<file path="src/rtl/clock_frame_replacement_macros.svh">
// ----------------------------------------------------------------------------
// clock frame replacement assertion macros
// shared concurrent assertion forms, clocked on i_clk and held off in reset
// ----------------------------------------------------------------------------
`ifndef CLOCK_FRAME_REPLACEMENT_MACROS_SVH
`define CLOCK_FRAME_REPLACEMENT_MACROS_SVH

// condition holds at every edge
`define CFR_ASSERT_HOLD(lbl, cond, msg) \
    lbl: assert property (@(posedge i_clk) disable iff (!i_rst_n) (cond)) else $error(msg);

// same-cycle implication
`define CFR_ASSERT_IMPL(lbl, ante, cons, msg) \
    lbl: assert property (@(posedge i_clk) disable iff (!i_rst_n) \
        (ante) |-> (cons)) else $error(msg);

// next-cycle implication
`define CFR_ASSERT_NEXT(lbl, ante, cons, msg) \
    lbl: assert property (@(posedge i_clk) disable iff (!i_rst_n) \
        (ante) |=> (cons)) else $error(msg);

`endif

</file>
<file path="src/rtl/cfr_pkg.sv">
// ----------------------------------------------------------------------------
// cfr_pkg
// types and constants of the clock frame replacement block
// ----------------------------------------------------------------------------
package cfr_pkg;

    localparam int FRAME_W    = 6;
    localparam int MODE_W     = 2;
    localparam int KIND_W     = 2;
    localparam int STATUS_W   = 2;
    localparam int IN_TDATA_W  = 16;
    localparam int OUT_TDATA_W = 16;

    typedef enum logic [MODE_W-1:0] {
        MODE_ALLOC = 2'd0,
        MODE_FREE  = 2'd1,
        MODE_TOUCH = 2'd2,
        MODE_PIN   = 2'd3
    } t_mode;

    typedef enum logic [STATUS_W-1:0] {
        ST_OK         = 2'd0,
        ST_NO_FRAME   = 2'd1,
        ST_NOT_IN_USE = 2'd2
    } t_status;

    typedef logic [KIND_W-1:0] t_kind;

    localparam t_kind KIND_ZERO = 2'd0;
    localparam t_kind KIND_FILE = 2'd1;
    localparam t_kind KIND_SWAP = 2'd2;

    // one row of frame state as kept in the frame table
    typedef struct packed {
        logic  in_use;
        logic  pinned;
        logic  referenced;
        logic  dirty;
        t_kind kind;
    } t_frame_row;

    localparam int ROW_W = $bits(t_frame_row);

    typedef struct packed {
        logic [FRAME_W-1:0] frame;
        t_status            status;
        logic               evicted;
        logic               writeback;
        t_kind              vkind;
    } t_result;

    typedef enum logic [2:0] {
        S_CLEAR,
        S_IDLE,
        S_SCAN,
        S_SWEEP,
        S_ACCESS,
        S_OUT
    } t_state;

    // fresh page: in use, unpinned, unreferenced, clean
    function automatic t_frame_row claim_row(input t_kind kind);
        t_frame_row row;
        row            = '0;
        row.in_use     = 1'b1;
        row.kind       = kind;
        return row;
    endfunction

endpackage

</file>
<file path="src/rtl/cfr_ram.sv">
// ----------------------------------------------------------------------------
// cfr_ram
// generic simple dual-port ram, one write and one registered read port
// ----------------------------------------------------------------------------
module cfr_ram #(
    parameter int WIDTH = 6,
    parameter int DEPTH = 64
) (
    input  logic                     i_clk,
    input  logic                     i_wr_en,
    input  logic [$clog2(DEPTH)-1:0] i_wr_addr,
    input  logic [WIDTH-1:0]         i_wr_data,
    input  logic [$clog2(DEPTH)-1:0] i_rd_addr,
    output logic [WIDTH-1:0]         o_rd_data
);

    logic [WIDTH-1:0] r_mem [DEPTH];
    logic [WIDTH-1:0] r_rd_data;

    always_ff @(posedge i_clk) begin
        if (i_wr_en) begin
            r_mem[i_wr_addr] <= i_wr_data;
        end
        r_rd_data <= r_mem[i_rd_addr];
    end

    assign o_rd_data = r_rd_data;

endmodule

</file>
<file path="src/rtl/clock_frame_replacement.sv">
// ----------------------------------------------------------------------------
// clock_frame_replacement
// physical frame manager with second-chance clock eviction
// ----------------------------------------------------------------------------
// Each request on the slave stream is one of allocate, free, touch or pin and
// gives exactly one result on the master stream. Frame state lives in a
// NUM_FRAMES-deep table ram, one row per frame, and a small sequencer walks it
// one row per cycle through a single compare/update path. After reset the
// table is cleared row by row, during which no request is taken. A free,
// touch or pin reads the row of its frame and updates it, or goes straight
// to its result when the frame index lies past the table; an allocate with
// a free frame scans up from frame zero to the lowest free frame; an
// allocate on a full table sweeps from the clock hand, which visits 1 up to
// 2*NUM_FRAMES slots (all of them when every frame is pinned). The walk over
// the table ram, one read per cycle, sets how long each request takes.
// The next request is taken as soon as the result
// sits in the output register, even while that result waits to be taken; a
// result that cannot be loaded holds the sequencer until the register drains.
// ----------------------------------------------------------------------------
`include "clock_frame_replacement_macros.svh"

module clock_frame_replacement #(
    parameter int NUM_FRAMES = 64
) (
    input  logic                             i_clk,
    input  logic                             i_rst_n,
    // request stream
    input  logic                             s_axis_tvalid,
    output logic                             s_axis_tready,
    // [5:0] frame_index, [7:6] page_kind, [8] write_access, [9] pin_value
    input  logic [cfr_pkg::IN_TDATA_W-1:0]   s_axis_tdata,
    // [1:0] mode
    input  logic [cfr_pkg::MODE_W-1:0]       s_axis_tuser,
    // result stream
    output logic                             m_axis_tvalid,
    input  logic                             m_axis_tready,
    // [5:0] result_frame, [7:6] status, [8] evicted, [9] needs_writeback,
    // [11:10] victim_kind
    output logic [cfr_pkg::OUT_TDATA_W-1:0]  m_axis_tdata
);

    import cfr_pkg::*;

    // frame address width, count width (holds NUM_FRAMES itself)
    localparam int FW = $clog2(NUM_FRAMES);
    localparam int CW = FW + 1;
    // index compare width, wide enough for both the field and NUM_FRAMES
    localparam int IW = ((FW > FRAME_W) ? FW : FRAME_W) + 1;

    localparam logic [FW-1:0] LAST_FRAME = FW'(NUM_FRAMES - 1);
    localparam logic [CW-1:0] FULL_CNT   = CW'(NUM_FRAMES);
    // two full sweeps of the hand, counted from zero
    localparam logic [FW:0]   LAST_STEP  = (FW + 1)'(2 * NUM_FRAMES - 1);
    localparam logic [IW-1:0] IDX_LIMIT  = IW'(NUM_FRAMES);

    // sequencer state
    t_state        r_state, n_state;
    logic [FW-1:0] r_ptr, n_ptr;          // frame whose row arrives this cycle
    logic [FW-1:0] r_hand, n_hand;        // clock hand
    logic [FW:0]   r_steps, n_steps;      // slots visited in this sweep
    logic [CW-1:0] r_used_cnt, n_used_cnt;
    logic          r_out_valid, n_out_valid;

    // latched request
    t_mode              r_mode, n_mode;
    t_kind              r_kind, n_kind;
    logic               r_wr, n_wr;
    logic               r_pin, n_pin;

    // result being built and result register
    t_result r_res, n_res;
    t_result r_out, n_out;

    // table ram port signals
    logic          w_wr_en;
    logic [FW-1:0] w_wr_addr;
    t_frame_row    w_wr_row;
    logic [FW-1:0] w_rd_addr;
    logic [ROW_W-1:0] w_rd_data;
    t_frame_row    w_row;

    // request fields off the slave stream
    t_mode              w_in_mode;
    logic [FRAME_W-1:0] w_in_frame;
    t_kind              w_in_kind;
    logic               w_in_wr;
    logic               w_in_pin;
    logic               w_accept;
    logic               w_in_range;
    logic               w_full;
    logic [FW-1:0]      w_next_ptr;
    logic               w_victim;
    logic               w_out_free;

    assign w_in_mode  = t_mode'(s_axis_tuser);
    assign w_in_frame = s_axis_tdata[FRAME_W-1:0];
    assign w_in_kind  = s_axis_tdata[FRAME_W +: KIND_W];
    assign w_in_wr    = s_axis_tdata[FRAME_W + KIND_W];
    assign w_in_pin   = s_axis_tdata[FRAME_W + KIND_W + 1];

    assign s_axis_tready = (r_state == S_IDLE);
    assign w_accept      = s_axis_tvalid && s_axis_tready;

    assign w_in_range = IW'(w_in_frame) < IDX_LIMIT;
    assign w_full     = (r_used_cnt == FULL_CNT);
    assign w_next_ptr = (r_ptr == LAST_FRAME) ? '0 : r_ptr + FW'(1);
    assign w_row      = t_frame_row'(w_rd_data);
    // in use, unpinned and with its second chance used up
    assign w_victim   = w_row.in_use && !w_row.pinned && !w_row.referenced;
    assign w_out_free = !r_out_valid || m_axis_tready;

    cfr_ram #(
        .WIDTH (ROW_W),
        .DEPTH (NUM_FRAMES)
    ) u_table (
        .i_clk     (i_clk),
        .i_wr_en   (w_wr_en),
        .i_wr_addr (w_wr_addr),
        .i_wr_data (w_wr_row),
        .i_rd_addr (w_rd_addr),
        .o_rd_data (w_rd_data)
    );

    // next state
    always_comb begin
        n_state = r_state;
        unique case (r_state)
            S_CLEAR: begin
                if (r_ptr == LAST_FRAME) n_state = S_IDLE;
            end
            S_IDLE: begin
                if (w_accept) begin
                    if (w_in_mode == MODE_ALLOC) begin
                        n_state = w_full ? S_SWEEP : S_SCAN;
                    end else begin
                        n_state = w_in_range ? S_ACCESS : S_OUT;
                    end
                end
            end
            S_SCAN: begin
                if (!w_row.in_use) n_state = S_OUT;
            end
            S_SWEEP: begin
                if (w_victim || r_steps == LAST_STEP) n_state = S_OUT;
            end
            S_ACCESS: begin
                n_state = S_OUT;
            end
            S_OUT: begin
                if (w_out_free) n_state = S_IDLE;
            end
            default: begin
                n_state = S_IDLE;
            end
        endcase
    end

    // datapath and table accesses
    always_comb begin
        n_ptr      = r_ptr;
        n_hand     = r_hand;
        n_steps    = r_steps;
        n_used_cnt = r_used_cnt;
        n_mode     = r_mode;
        n_kind     = r_kind;
        n_wr       = r_wr;
        n_pin      = r_pin;
        n_res      = r_res;
        n_out      = r_out;
        w_wr_en    = 1'b0;
        w_wr_addr  = r_ptr;
        w_wr_row   = w_row;
        w_rd_addr  = w_next_ptr;

        // result register drains independent of the sequencer
        n_out_valid = r_out_valid && !m_axis_tready;

        unique case (r_state)
            S_CLEAR: begin
                w_wr_en  = 1'b1;
                w_wr_row = '0;
                n_ptr    = w_next_ptr;
            end
            S_IDLE: begin
                if (w_accept) begin
                    n_mode    = w_in_mode;
                    n_kind    = w_in_kind;
                    n_wr      = w_in_wr;
                    n_pin     = w_in_pin;
                    n_steps   = '0;
                    n_res     = '{frame: w_in_frame, status: ST_OK, evicted: 1'b0,
                                  writeback: 1'b0, vkind: KIND_ZERO};
                    if (w_in_mode == MODE_ALLOC) begin
                        // scan starts at frame zero, eviction at the hand
                        w_rd_addr = w_full ? r_hand : '0;
                        n_res.frame = '0;
                    end else begin
                        w_rd_addr = FW'(w_in_frame);
                        if (!w_in_range) n_res.status = ST_NOT_IN_USE;
                    end
                    n_ptr = w_rd_addr;
                end
            end
            S_SCAN: begin
                if (!w_row.in_use) begin
                    w_wr_en     = 1'b1;
                    w_wr_row    = claim_row(r_kind);
                    n_res.frame = FRAME_W'(r_ptr);
                    n_used_cnt  = r_used_cnt + CW'(1);
                end else begin
                    n_ptr = w_next_ptr;
                end
            end
            S_SWEEP: begin
                if (w_victim) begin
                    w_wr_en         = 1'b1;
                    w_wr_row        = claim_row(r_kind);
                    n_res.frame     = FRAME_W'(r_ptr);
                    n_res.evicted   = 1'b1;
                    n_res.writeback = w_row.dirty || (w_row.kind == KIND_ZERO);
                    n_res.vkind     = (w_row.kind == KIND_FILE && !w_row.dirty) ?
                                      KIND_FILE : KIND_SWAP;
                    n_hand          = w_next_ptr;
                end else begin
                    // referenced and unpinned: use up its second chance
                    if (w_row.in_use && !w_row.pinned) begin
                        w_wr_en             = 1'b1;
                        w_wr_row.referenced = 1'b0;
                    end
                    n_ptr   = w_next_ptr;
                    n_steps = r_steps + (FW + 1)'(1);
                    if (r_steps == LAST_STEP) begin
                        // every frame pinned, hand back where it started
                        n_res.status = ST_NO_FRAME;
                        n_res.frame  = '0;
                        n_hand       = w_next_ptr;
                    end
                end
            end
            S_ACCESS: begin
                if (!w_row.in_use) begin
                    n_res.status = ST_NOT_IN_USE;
                end else begin
                    w_wr_en = 1'b1;
                    case (r_mode)
                        MODE_FREE: begin
                            w_wr_row   = '0;
                            n_used_cnt = r_used_cnt - CW'(1);
                        end
                        MODE_TOUCH: begin
                            w_wr_row.referenced = 1'b1;
                            w_wr_row.dirty      = w_row.dirty || r_wr;
                        end
                        MODE_PIN: begin
                            w_wr_row.pinned = r_pin;
                        end
                        default: begin
                            w_wr_en = 1'b0;
                        end
                    endcase
                end
            end
            S_OUT: begin
                if (w_out_free) begin
                    n_out       = r_res;
                    n_out_valid = 1'b1;
                end
            end
            default: begin
            end
        endcase
    end

    // control registers
    always_ff @(posedge i_clk) begin
        if (!i_rst_n) begin
            r_state     <= S_CLEAR;
            r_ptr       <= '0;
            r_hand      <= '0;
            r_steps     <= '0;
            r_used_cnt  <= '0;
            r_out_valid <= 1'b0;
        end else begin
            r_state     <= n_state;
            r_ptr       <= n_ptr;
            r_hand      <= n_hand;
            r_steps     <= n_steps;
            r_used_cnt  <= n_used_cnt;
            r_out_valid <= n_out_valid;
        end
    end

    // request and result payload
    always_ff @(posedge i_clk) begin
        r_mode  <= n_mode;
        r_kind  <= n_kind;
        r_wr    <= n_wr;
        r_pin   <= n_pin;
        r_res   <= n_res;
        r_out   <= n_out;
    end

    assign m_axis_tvalid = r_out_valid;
    assign m_axis_tdata  = {(OUT_TDATA_W - FRAME_W - STATUS_W - 2 - KIND_W)'(0),
                            r_out.vkind, r_out.writeback, r_out.evicted,
                            r_out.status, r_out.frame};

    // frame count never runs past the table
    `CFR_ASSERT_HOLD(a_cnt_bound, r_used_cnt <= FULL_CNT, "frame count above table size")
    // the hand only sweeps a full table
    `CFR_ASSERT_IMPL(a_sweep_full, r_state == S_SWEEP,
        r_used_cnt == FULL_CNT, "sweep with free frame")
    // sweep ends after two passes at most
    `CFR_ASSERT_IMPL(a_sweep_len, r_state == S_SWEEP, r_steps <= LAST_STEP, "sweep too long")
    // a fresh allocation claims exactly one frame
    `CFR_ASSERT_NEXT(a_scan_claim, r_state == S_SCAN && !w_row.in_use,
        r_used_cnt == $past(r_used_cnt) + CW'(1), "fresh claim not counted")
    // the hand stays put during a fresh allocation
    `CFR_ASSERT_NEXT(a_scan_hand, r_state == S_SCAN, $stable(r_hand), "hand moved in scan")

endmodule
</file>
<file path="config.mk">
export PLATFORM = sky130hd
export DESIGN_NAME = clock_frame_replacement
export DESIGN_NICKNAME = d
export VERILOG_FILES = /design/src/rtl/cfr_pkg.sv /design/src/rtl/cfr_ram.sv /design/src/rtl/clock_frame_replacement.sv
export VERILOG_INCLUDE_DIRS = /design/src /design/src/rtl
export SDC_FILE = /design/constraint.sdc
export NUM_CORES = 1
export LEC_CHECK = 0
export BUFFER_PORTS_ARGS = -buffer_cell sky130_fd_sc_hd__buf_2
export CAP_MARGIN = 20
export CORE_ASPECT_RATIO = 1.2
export CORE_MARGIN = 2
export CORE_UTILIZATION = 59
export CTS_BUF_LIST = sky130_fd_sc_hd__clkbuf_2
export CTS_CLUSTER_SIZE = 8
export DETAILED_ROUTE_END_ITERATION = 8
export HOLD_SLACK_MARGIN = 0.08
export PLACE_DENSITY = 0.86
export SYNTH_ARGS = -nofsm -noshare
export SYNTH_HDL_FRONTEND = slang
export SYNTH_SLANG_ARGS = --single-unit
</file>
<file path="constraint.sdc">
create_clock -name i_clk -period 6.5 [get_ports i_clk]
set_clock_uncertainty 0.1 [all_clocks]
set_input_delay 1.3 -clock i_clk [delete_from_list [all_inputs] [get_ports i_clk]]
set_output_delay 1.3 -clock i_clk [all_outputs]
set_load 0.02 [all_outputs]
</file>
==> results.ini <==
[clocking]
htree_levels=3
ctsResizeCount=0
clock-sinks=450
clk_latency_ns=0.95
clkTransAtPathRegs_ns=0.11
cts_setup_buffers=0
clockRootBuffer=clkbuf_2
cts_buffers=97
clockBufferDepth=3
hold_buffers=0
tritoncts=built

[timing]
hold-worst-slack_ns=0.289
slew_violations=0
tns_ns=0
layout_setup_ws_ns=2.06
rsz0062_at_grt=false
setup_viol=0
period_minus_slack_ns=4.44
worstMarginPinSlew_ns=1.10
clock.fmax_mhz=225
hold_viol=0
max_slew_margin=0.265
finalCritPeriodShare=0.683

[synthesis]
synth_area_um2=18900
synth_top_area_frac=0.657
synth_edf_count=414
synthFlopType=edfxtp_1
ys_seq_elements=450
yosysWarnings=0
ys_async_sr_fraction=0
synth.largest_area_cell=edfxtp_1
synth_area_per_cell_um2=12.4
yosysSeqAreaShare=0.695
ys_top_cells_by_count=edfxtp_1, nand2_1, a21oi_1
synth_area_leaders=edfxtp_1, nand2_1, dfxtp_1
synth_cell_types=68
yosysMostFrequentCell=edfxtp_1
syn_inst=1530

[global_route]
grtUsageMet3=0.0605
grt_start_max_net_pins=116
grt_pass1_vias=12600
antenna_found_initial=2
met1_usage=0.311
grt-ovfl-total=0
use_met2=0.401
grt.busiest_layer=met2
grt_pass1_wl_um=65700
grt_usage=0.252

[worst_setup_path]
worst_setup_path_start_kind=flip-flop
worstPathArrival_ns=5.20
crit_fanout=78
critPathCaptureType=flip-flop
required_ns=7.25
setup.worst_path.class=flip-flop to flip-flop

[placement]
placed_area_um2=19400
pre_cts_ws_ns=1.75
post-dp-hpwl_um=25600
io_buffer_count=29
place.gp.congestion=0.907

[cells_and_area]
seq_area_um2=13200
multi_input_area_um2=5310
drive_above_1_share=0.135
fill_cells=2216
area_delta_synth_final_pct=6.76
num-nets-final=1626
final_area_um2=20200

[power]
power_density_nw_per_um2=258
peakVddDrop_mv=0.101
p_leak_uw=0.00716
p_total_uw=5220

[floorplanning]
die_width_um=168
die_y_um=200
start_util=0.602
rows=71
io_pins=40
core_area_um2=31400
die_area_um2=33500

[run_status]
status=complete, but fails checks
violations=design-rule violations

[detailed_routing]
wl_per_cell_um=20.5
dr_total_vias=12900
ant_nets=0
drc=1
wirelength_um=42400
drt_pass1_iterations=9
drt_iter0_drc=1483
viasPerCell=6.24

[run]
drv_cap=0

[hold_path]
min_path_type=flip-flop to flip-flop

state kept, by name, summed over array words and instances (netlist names), 3 cells and up:
register / count
m_axis_tdata: 12
r_hand: 6
r_ptr: 6
r_res: 12
r_state: 3
r_steps: 7
r_used_cnt: 7
u_table.o_rd_data: 6
u_table.r_mem: 384
worst paths after layout:
kind | slack (ns) | startpoint | to | cells after the start
min reg2reg | 0.29 | r_res[4] | m_axis_tdata[6] | 0
max | 2.06 | r_state[0] | u_table.o_rd_data[4] | 10
max reg2reg | 2.06 | r_state[0] | u_table.o_rd_data[4] | 10
min | 0.29 | r_res[4] | m_axis_tdata[6] | 0
layout by cell type (no fill, tap or decap), drive strengths merged, types with 3 or more instances in the layout:
cell type / count
a211oi: 5
a21o: 3
a21oi: 132
a221oi: 3
a22o: 13
a22oi: 24
a311oi: 3
a31oi: 9
a32oi: 20
and3: 5
buf: 51
clkbuf: 144
clkinv: 25
conb: 4
dfxtp: 36
edfxtp: 414
ha: 11
inv: 18
mux2i: 47
nand2: 325
nand2b: 7
nand3: 87
nand3b: 5
nand4: 10
nor2: 123
nor2b: 6
nor3: 13
nor4: 9
o211ai: 11
o21a: 3
o21ai: 29
o22ai: 20
o31ai: 4
o41ai: 3
or3: 5
xnor2: 4
xor2: 7
stage by stage:
stage / util / instances
6_report: 0.643 / 2065
5_1_grt: 0.643 / 2065
4_1_cts: 0.642 / 2062
3_5_place_dp: 0.616 / 1893
3_3_place_gp: 0.616 / 1893
2_1_floorplan: - / 1533
cells by family (layout without fill, tap and decap cells):
kind of cell             Yosys count  after routing  share of synthesized area
AO/OA/AOI/OAI                    295            295                     0.0998
adder cells (fa/ha/maj)           12             12                    0.00833
XOR/XNOR                          11             11                    0.00509
multiplexers                      47             47                     0.0249
buffers and inverters            110            239                     0.0288
AND/OR/NAND/NOR                  604            604                      0.138
flip-flops                       450            450                      0.695
other                              1              6                   0.000198
per-layer routing:
layer / vias to the layer above / wire length (um)
li1: 5822 / -
met1: 6067 / 15100
met2: 828 / 20500
met3: 169 / 4320
met4: 0 / 2460
met5: - / 0
worst max-delay path, cell delays in order (launching register included):
cell and delay, ns:
dfxtp_1 0.84, nand4bb_4 0.35, clkinv_4 0.28, nand2_2 0.11, o22ai_4 0.22, buf_4 0.74
a21oi_1 0.16, a32oi_1 0.28, o22ai_1 0.15, nor4_1 0.83, a22o_1 0.25
power by group:
group / leakage (uW) / internal [uW] / switching (uW)
logic: 0.00256 / 135 / 301
registers: 0.00396 / 3140 / 28.4
clock network: 0.000648 / 585 / 1030
cell type report:
type | instances | share of cell area
Timing Repair Buffer | 51 | 0.0166
Tap cell | 401 | 0.0248
Clock inverter | 25 | 0.00502
Antenna cell | 2 | 0.000248
Sequential cell | 450 | 0.651
Clock buffer | 144 | 0.0357
Multi-Input combinational cell | 973 | 0.263
Inverter | 19 | 0.00378
Note: power is estimated with default switching activity, not from simulation.
